<file path="config.mk">
export PLATFORM = sky130hd
export DESIGN_NAME = tli_ram
export DESIGN_NICKNAME = d
export VERILOG_FILES = /design/src/sv/tli_ram.sv
export SDC_FILE = /design/constraint.sdc
export NUM_CORES = 1
export LEC_CHECK = 0
export BUFFER_PORTS_ARGS = -buffer_cell sky130_fd_sc_hd__buf_2
export CAP_MARGIN = 5
export CORE_MARGIN = 8
export CORE_UTILIZATION = 54
export DETAILED_ROUTE_END_ITERATION = 7
export PLACE_DENSITY = 0.81
export SLEW_MARGIN = 20
export SYNTH_ARGS = -nofsm -noshare
export SYNTH_HDL_FRONTEND = slang
export SYNTH_SLANG_ARGS = --single-unit
</file>
<file path="constraint.sdc">
create_clock -name i_clk -period 2 [get_ports i_clk]
set_clock_uncertainty 0.15 [all_clocks]
set_input_delay 0.5 -clock i_clk [delete_from_list [all_inputs] [get_ports i_clk]]
set_output_delay 0.5 -clock i_clk [all_outputs]
set_load 0.1 [all_outputs]
</file>
<file path="src/sv/tli_ram.sv">
`timescale 1ns / 1ps
// ----------------------------------------------------------------------------
// Tape language interpreter RAM
// Simple dual-port memory, one write and one registered read per cycle.
// ----------------------------------------------------------------------------
module tli_ram #(
    parameter int WIDTH = 8,
    parameter int DEPTH = 16,
    localparam int AW = $clog2(DEPTH)
) (
    input  logic             i_clk,
    input  logic             i_we,
    input  logic [AW-1:0]    i_waddr,
    input  logic [WIDTH-1:0] i_wdata,
    input  logic             i_re,
    input  logic [AW-1:0]    i_raddr,
    output logic [WIDTH-1:0] o_rdata
);

    logic [WIDTH-1:0] mem [DEPTH];
    logic [WIDTH-1:0] r_rdata;

    always_ff @(posedge i_clk) begin
        if (i_we) begin
            mem[i_waddr] <= i_wdata;
        end
        if (i_re) begin
            r_rdata <= mem[i_raddr];
        end
    end

    assign o_rdata = r_rdata;

endmodule

</file>
==> flow_summary_export.csv, run 1 <==
group,metric,value,unit
cells_and_area,fin_util,65.3,%
synthesis,yosys.cell_types.count,18,
power_and_ir_drop,power_density,1080,mW/mm²
clock_network,max-clock-path-buffers,2,
cells_and_area,antenna_cells,0,
sta,rsz0062_at_grt,"no",
floorplan,die_x,114,µm
sta,hold_violations,0,
run_status,status,"complete, no violations",
cells_and_area,seq_area,0.00408,mm²
sta,hold_ws,0.207,ns
power_and_ir_drop,p_leak,0.00214,µW
route,ant_nets,0,
global_routing,grt_overflow,0,
sta,drv_slew,0,
sta,finalCritPeriodShare,95.6,%
route,vias_per_cell,5.73,
job,cap_violations,0,
critical_path,cp_cell_sequence,"buf_2",
critical_path,critPathArrivalTime,1.26,ns
synthesis,yosysSeqAreaShare,78.1,%
placed_design,dpl_cell_area,0.00566,mm²
floorplan,initial_core_util,54.5,%
cells_and_area,final_area,0.00627,mm²
sta,fmax,523,MHz
sta,fin_crit,1.91,ns
route,avgRoutedWirePerCell,23.4,µm
clock_network,cts-buffers-inserted,17,
synthesis,netlist_area,0.00523,mm²
clock_network,postCtsSetupBuffers,0,
critical_path,path_max_fanout,1,
clock_network,clk_pin_slew,0.06,ns
cells_and_area,drive_gt1_share,32.9,%
sta,worst_slew_pin_slew,0.631,ns
cells_and_area,fill_cells,601,
cells_and_area,nNetsFinal,307,
placed_design,io_buffers,26,
power_and_ir_drop,ir_drop,625,µV
min_path,min_path_type,"in -> reg",
route,drc,0,
clock_network,numClockSinks,136,
floorplan,coreArea,0.00959,mm²
sta,setup_viol,0,
route,drt_iter0_markers,194,
floorplan,die_h,114,µm
min_path,whs_path_depth,1,
global_routing,grt_pass1_wl,15600,µm
synthesis,synth_warnings,0,
cells_and_area,multi_input_area,0.00106,mm²
critical_path,endpoint_kind,"output port",
clock_network,cts-root-buf,"clkbuf_8",
floorplan,die_area,0.0131,mm²
critical_path,path_class,"reg -> out",
placed_design,dpl.hpwl,6320,µm
critical_path,crit_cells,1,
synthesis,syn_avg_cell_area,22.8,µm²
route,dr.pass1.iters,4,
synthesis,syn_inst,229,
route,wl,10200,µm
critical_path,path_buf_inv,1,
synthesis,ys_seq_elements,136,
critical_path,cp_data_required_time,1.35,ns
global_routing,grt_pass1_vias,2695,
critical_path,ff2ff_setup_slack,0.32,ns
critical_path,max_stage_delay,0.42,ns
route,vias,2487,
floorplan,ios,27,
global_routing,grt_max_degree,20,
synthesis,synth_fp_nets,248,
clock_network,worstSkewPairLatency,0.51,ns
clock_network,cts_tree,"yes",
global_routing,antenna_found_initial,1,
floorplan,row_count,36,
sta,maxSlewHeadroom,57.8,%
critical_path,start_kind,"flop",
critical_path,reg2reg_depth,3,
global_routing,grt_use_total,17.0,%
critical_path,path_delay_family,"buffers and inverters",
critical_path,slowest_stage,"buf_2",
cells_and_area,area_growth,19.9,%
clock_network,h-tree-depth,4,
placed_design,gp_congestion,0.729,
-- power by group --
group / total, µW / switching, µW / leakage [µW] / internal (µW)
Combinational: 402 / 266 / 0.000614 / 136
Sequential: 3230 / 17.9 / 0.00124 / 3210
Clock: 3120 / 1110 / 0.000285 / 2010
-- final timing paths --
kind | start | end
worst max register to register | mem[1][5]$_DFFE_PP_ | o_rdata[5]$_DFFE_PP_
worst min-delay path | i_re | o_rdata[2]$_DFFE_PP_
worst max-delay path | o_rdata[2]$_DFFE_PP_ | o_rdata[2]
worst min register to register | mem[12][7]$_DFFE_PP_ | o_rdata[7]$_DFFE_PP_
-- repair_timing --
item	4_1_cts	5_1_grt
hold buffers	0	0
gates resized for setup	0	2
endpoints found under the setup margin	0	2
-- layer usage --
layer	track usage, %	vias to the layer above	part of all wire, %	wire, µm
li1	-	1098	-	-
met1	21.9	1271	42	4250
met2	26.5	93	49	5000
met3	5.12	23	6.7	683
met4	6.39	2	2.1	214
met5	0	-	0.099	10
-- Yosys cell counts --
library cell	n	area (µm²)
or3b_2	1	8.76
a22oi_1	16	120
clkdlybuf4s25_2	3	30.0
mux4_1	14	368
buf_2	3	15.0
edfxtp_1	136	4080
nand2b_1	2	12.5
nor2_1	13	48.8
nand3_1	1	5.00
buf_4	1	7.51
nand2_1	9	33.8
nor2b_1	1	6.26
mux4_2	18	405
nand3b_1	2	15.0
buf_6	3	33.8
and2_1	1	6.26
nor3_1	4	20.0
and2b_1	1	7.51
-- per-stage QoR --
step	setup WS, ns	total power (µW)	TNS, ns	instances
4_1_cts	0.0108	6790	0	434
2_1_floorplan	0.0676	3550	0	229
3_3_place_gp	-0.176	3680	-0.877	402
3_5_place_dp	-0.182	3690	-0.968	402
6_report	0.0878	6760	0	434
5_1_grt	0.0307	6930	0	434
-- cell families (layout without fill, tap and decap cells) --
family,count (synthesis),count (layout),synth area share (%)
buffers and inverters,10,82,1.65
multiplexers,32,32,14.8
AO/OA/AOI/OAI,16,16,2.30
flip-flops,136,136,78.1
AND/OR/NAND/NOR,35,35,3.14
-- registers in the layout (all words and copies together) (netlist names) --
signal,cells
mem,128
o_rdata,8
-- cell type report --
class                   count  share of cell area [%]
multi-input cells          83                    17.0
clock inverters            13                    2.86
clock buffers              19                    6.73
repair buffers             50                    5.63
well taps                 133                    2.66
flip-flops and latches    136                    65.2
-- cells in the final DEF (no fill, tap or decap), types with 2 or more instances in the layout --
master	netlist	layout
buf_2	3	24
nand3b_1	2	2
nand2_1	9	9
mux4_2	18	18
nand2b_1	2	2
a22oi_1	16	16
mux4_1	14	14
bufinv_16	0	4
edfxtp_1	136	136
clkbuf_16	0	16
clkinvlp_4	0	3
clkbuf_1	0	2
nor2_1	13	13
buf_12	0	3
clkinv_2	0	3
clkinv_4	0	2
nor3_1	4	3
buf_4	1	21
clkbuf_4	0	2
(Power assumes the default switching activity.)
==> run 2, diff against run 1 <==
RECOVER_POWER = 25   (was unset)
==> flow_summary_export.csv, run 2 (synthesis gave the netlist of run 1 again) <==
group,metric,value,unit
clock_network,cts-buffers-inserted,17,
critical_path,path_buf_inv,1,
cells_and_area,fill_cells,604,
critical_path,path_delay_family,"buffers and inverters",
floorplan,initial_core_util,54.5,%
placed_design,dpl_cell_area,0.00566,mm²
global_routing,grt_max_degree,20,
floorplan,die_area,0.0131,mm²
floorplan,die_h,114,µm
cells_and_area,drive_gt1_share,30.9,%
route,avgRoutedWirePerCell,23.4,µm
sta,hold_violations,0,
min_path,min_path_type,"in -> reg",
global_routing,grt_pass1_vias,2695,
sta,fin_crit,1.91,ns
route,vias_per_cell,5.77,
sta,maxSlewHeadroom,52.6,%
route,dr.pass1.iters,4,
placed_design,io_buffers,26,
cells_and_area,final_cell_mix,"136 x edfxtp_1, 21 x buf_4, 18 x mux4_2, 18 x buf_2",
sta,fmax,523,MHz
route,drt_iter0_markers,166,
sta,drv_slew,0,
clock_network,cts-root-buf,"clkbuf_8",
critical_path,max_stage_delay,0.42,ns
critical_path,path_class,"reg -> out",
clock_network,max-clock-path-buffers,2,
cells_and_area,fin_util,65.2,%
floorplan,die_x,114,µm
clock_network,clk_pin_slew,0.06,ns
sta,finalCritPeriodShare,95.7,%
clock_network,cts_tree,"yes",
route,ant_nets,0,
route,drc,0,
floorplan,ios,27,
sta,setup_viol,0,
sta,worst_slew_pin_slew,0.711,ns
power_and_ir_drop,ir_drop,628,µV
cells_and_area,largest_reg_flops,128,
cells_and_area,area_growth,19.7,%
cells_and_area,final_area,0.00626,mm²
critical_path,path_max_fanout,1,
critical_path,cp_data_required_time,1.35,ns
clock_network,h-tree-depth,4,
placed_design,dpl.hpwl,6320,µm
critical_path,start_kind,"flop",
cells_and_area,top_register,"mem",
critical_path,slowest_stage,"buf_2",
floorplan,coreArea,0.00959,mm²
critical_path,cp_cell_sequence,"buf_2",
clock_network,numClockSinks,136,
cells_and_area,final_common_cell,"edfxtp_1",
route,wl,10200,µm
power_and_ir_drop,p_leak,0.00212,µW
power_and_ir_drop,power_density,1080,mW/mm²
global_routing,grt_pass1_wl,15600,µm
critical_path,critPathArrivalTime,1.26,ns
cells_and_area,nNetsFinal,307,
critical_path,endpoint_kind,"output port",
floorplan,row_count,36,
run_status,status,"complete, no violations",
route,vias,2505,
global_routing,grt_overflow,0,
job,cap_violations,0,
global_routing,antenna_found_initial,1,
placed_design,gp_congestion,0.729,
sta,rsz0062_at_grt,"no",
global_routing,grt_use_total,17.0,%
clock_network,worstSkewPairLatency,0.51,ns
cells_and_area,antenna_cells,0,
-- run 2: cell count changes in the layout (fill, tap and decap cells not counted), sizes merged --
cell    previous run  this run
buf               48        42
clkbuf            21        27
-- run 2: where the power goes --
part           internal (µW)  switching (µW)
combinational            134             267
sequential              3210            17.7
clock                   2010            1110
total                   5360            1400
-- run 2: what timing repair did --
item,CTS,global route
gates resized for setup,0,2
hold buffers,0,0
setup buffers,0,0
setup endpoints to repair,0,2
-- run 2: path summary, 6_finish.rpt --
path,from,to,slack [ns],cells after the start
min reg2reg,mem[12][7]$_DFFE_PP_,o_rdata[7]$_DFFE_PP_,0.61,3
min,i_re,o_rdata[2]$_DFFE_PP_,0.21,1
max reg2reg,mem[1][5]$_DFFE_PP_,o_rdata[5]$_DFFE_PP_,0.33,3
max,o_rdata[2]$_DFFE_PP_,o_rdata[2],0.09,1
-- run 2: layout make-up --
class                   count  area, µm²  share of cell area (%)
repair buffers             50        345                    5.52
clock inverters            13        179                    2.86
well taps                 133        166                    2.66
multi-input cells          83       1060                    17.0
flip-flops and latches    136       4080                    65.3
clock buffers              19        422                    6.74
-- run 2: metal layers --
| metal | vias up | track usage, % | routed length, µm |
|---|---|---|---|
| met5 | - | 0 | 13 |
| met4 | 2 | 6.39 | 201 |
| met3 | 22 | 5.12 | 753 |
| met2 | 96 | 26.5 | 4970 |
| met1 | 1288 | 21.9 | 4240 |
| li1 | 1097 | - | - |
-- run 2: stage by stage --
| step | instances | setup slack (ns) | hold slack (ns) | power (µW) | TNS [ns] |
|---|---|---|---|---|---|
| floorplan | 229 | 0.0676 | 0.449 | 3550 | 0 |
| detailed placement | 402 | -0.182 | 0.586 | 3690 | -0.968 |
| global placement | 402 | -0.176 | 0.579 | 3680 | -0.877 |
| CTS | 434 | 0.0108 | 0.191 | 6790 | 0 |
| finish | 434 | 0.0868 | 0.206 | 6760 | 0 |
| global route | 434 | 0.0307 | 0.186 | 6930 | 0 |
-- run 2: worst reg2reg max path, cell delays in order, from the launching register on --
cell	delay (ns)
edfxtp_1	0.38
mux4_1	0.55
a22oi_1	0.27
nand2_1	0.08
==> run 3, diff against run 2 <==
BUFFER_PORTS_ARGS = unset   (was -buffer_cell sky130_fd_sc_hd__buf_2)
CORE_UTILIZATION = 56   (was 54)
DONT_BUFFER_PORTS = 1   (was unset)
==> flow_summary_export.csv, run 3 (synthesis gave the netlist of run 1 again) <==
group,metric,value,unit
global_routing,grt_overflow,0,
route,drt_iter0_markers,238,
route,drc,0,
route,vias_per_cell,6.25,
floorplan,initial_core_util,57.1,%
floorplan,coreArea,0.00915,mm²
global_routing,grt_pass1_wl,15200,µm
critical_path,path_delay_family,"flip-flops",
power_and_ir_drop,power_density,1060,mW/mm²
global_routing,grt_pass1_vias,2599,
critical_path,path_max_fanout,1,
critical_path,cp_data_required_time,1.35,ns
sta,drv_slew,0,
clock_network,cts-buffers-inserted,17,
sta,setup_viol,0,
critical_path,path_class,"reg -> out",
power_and_ir_drop,power.total,6440,µW
clock_network,max-clock-path-buffers,2,
floorplan,ios,27,
run_status,status,"complete, no violations",
route,dr.pass1.iters,4,
clock_network,worstSkewPairLatency,0.52,ns
critical_path,max_stage_delay,0.37,ns
critical_path,critPathArrivalTime,1.19,ns
clock_network,h-tree-depth,4,
power_and_ir_drop,seq_power_share,50.2,%
job,cap_violations,0,
power_and_ir_drop,p_leak,0.00201,µW
sta,worst_slew_pin_slew,0.670,ns
sta,fmax,543,MHz
placed_design,dpl.hpwl,5860,µm
floorplan,die_h,113,µm
min_path,min_path_type,"in -> reg",
route,vias,2483,
placed_design,gp_congestion,0.744,
global_routing,grt_max_degree,33,
route,avgRoutedWirePerCell,24.7,µm
cells_and_area,antenna_cells,0,
global_routing,antenna_found_initial,0,
sta,rsz0062_at_grt,"no",
route,wl,9820,µm
clock_network,cts_hold_buf,9,
route,ant_nets,0,
clock_network,ctsResizeCount,0,
power_and_ir_drop,ir_drop,641,µV
clock_network,numClockSinks,136,
sta,hold_violations,0,
floorplan,die_area,0.0127,mm²
cells_and_area,final_common_cell,"edfxtp_1",
critical_path,start_kind,"flop",
critical_path,cp_cell_sequence,"buf_4",
clock_network,cts_tree,"yes",
cells_and_area,largest_reg_flops,128,
power_and_ir_drop,clockPowerShare,44.4,%
power_and_ir_drop,cellInternalPower,5090,µW
power_and_ir_drop,comb_power_share,5.4,%
cells_and_area,final_cell_mix,"136 x edfxtp_1, 18 x mux4_2, 17 x buf_4",
cells_and_area,drive_gt1_share,23.1,%
clock_network,postCtsSetupBuffers,0,
sta,finalCritPeriodShare,92.1,%
placed_design,io_buffers,0,
cells_and_area,fin_util,66.5,%
power_and_ir_drop,p_switching,1350,µW
global_routing,grt_use_total,16.8,%
cells_and_area,top_register,"mem",
critical_path,slowest_stage,"edfxtp_1",
floorplan,die_x,113,µm
floorplan,row_count,35,
critical_path,endpoint_kind,"output port",
critical_path,path_buf_inv,1,
clock_network,clk_pin_slew,0.06,ns
sta,finalSetupTns,0,ns
cells_and_area,area_growth,16.4,%
power_and_ir_drop,swShare,21.0,%
clock_network,cts-root-buf,"clkbuf_8",
sta,fin_crit,1.84,ns
sta,maxSlewHeadroom,55.3,%
cells_and_area,nNetsFinal,292,
## run 3: changes by cell type in the layout (fill, tap and decap cells not counted)
| cell | before | now |
|---|---|---|
| clkbuf_1 | 8 | 9 |
| clkinv_1 | 1 | 3 |
| dlygate4sd3_1 | 0 | 9 |
| clkinv_2 | 3 | 5 |
| clkbuf_4 | 2 | 0 |
| buf_4 | 21 | 17 |
| buf_2 | 18 | 0 |
| buf_12 | 3 | 0 |
| bufinv_16 | 4 | 2 |
## run 3: per-layer routing
metal / track usage (%) / part of all wire (%)
met5: 0 / 0
met4: 9.80 / 2.1
met3: 4.94 / 6.3
met2: 26.9 / 51
met1: 20.0 / 40
## run 3: final cells by class
class,count,area (µm²)
Multi-Input combinational cell,83,1060
Clock buffer,17,414
Clock inverter,15,136
Tap cell,111,139
Timing Repair Buffer,35,251
Fill cell,529,3070
Sequential cell,136,4080
## run 3: path summary, 6_finish.rpt
| check | from | to | slack [ns] | cells past startpoint |
|---|---|---|---|---|
| max reg2reg | mem[0][3]$_DFFE_PP_ | o_rdata[3]$_DFFE_PP_ | 0.28 | 3 |
| min reg2reg | mem[15][3]$_DFFE_PP_ | o_rdata[3]$_DFFE_PP_ | 0.61 | 3 |
| min | i_waddr[1] | mem[0][0]$_DFFE_PP_ | 0.20 | 2 |
| max | o_rdata[5]$_DFFE_PP_ | o_rdata[5] | 0.16 | 1 |
## run 3: power groups by stage
stage | Combinational, µW | Clock, µW | Sequential, µW
floorplan | 162 | 0 | 3380
global placement | 295 | 0 | 3290
detailed placement | 300 | 0 | 3290
CTS | 354 | 2890 | 3230
global route | 369 | 3000 | 3240
finish | 350 | 2860 | 3230
## run 3: through the flow
stage,area [µm²],worst slack (ns),hold slack (ns),cells
finish,6090,0.158,0.203,397
detailed placement,5480,0.144,0.450,356
global placement,5480,0.173,0.450,356
floorplan,5230,0.0676,0.449,229
global route,6090,0.125,0.182,397
CTS,6120,0.131,0.174,397
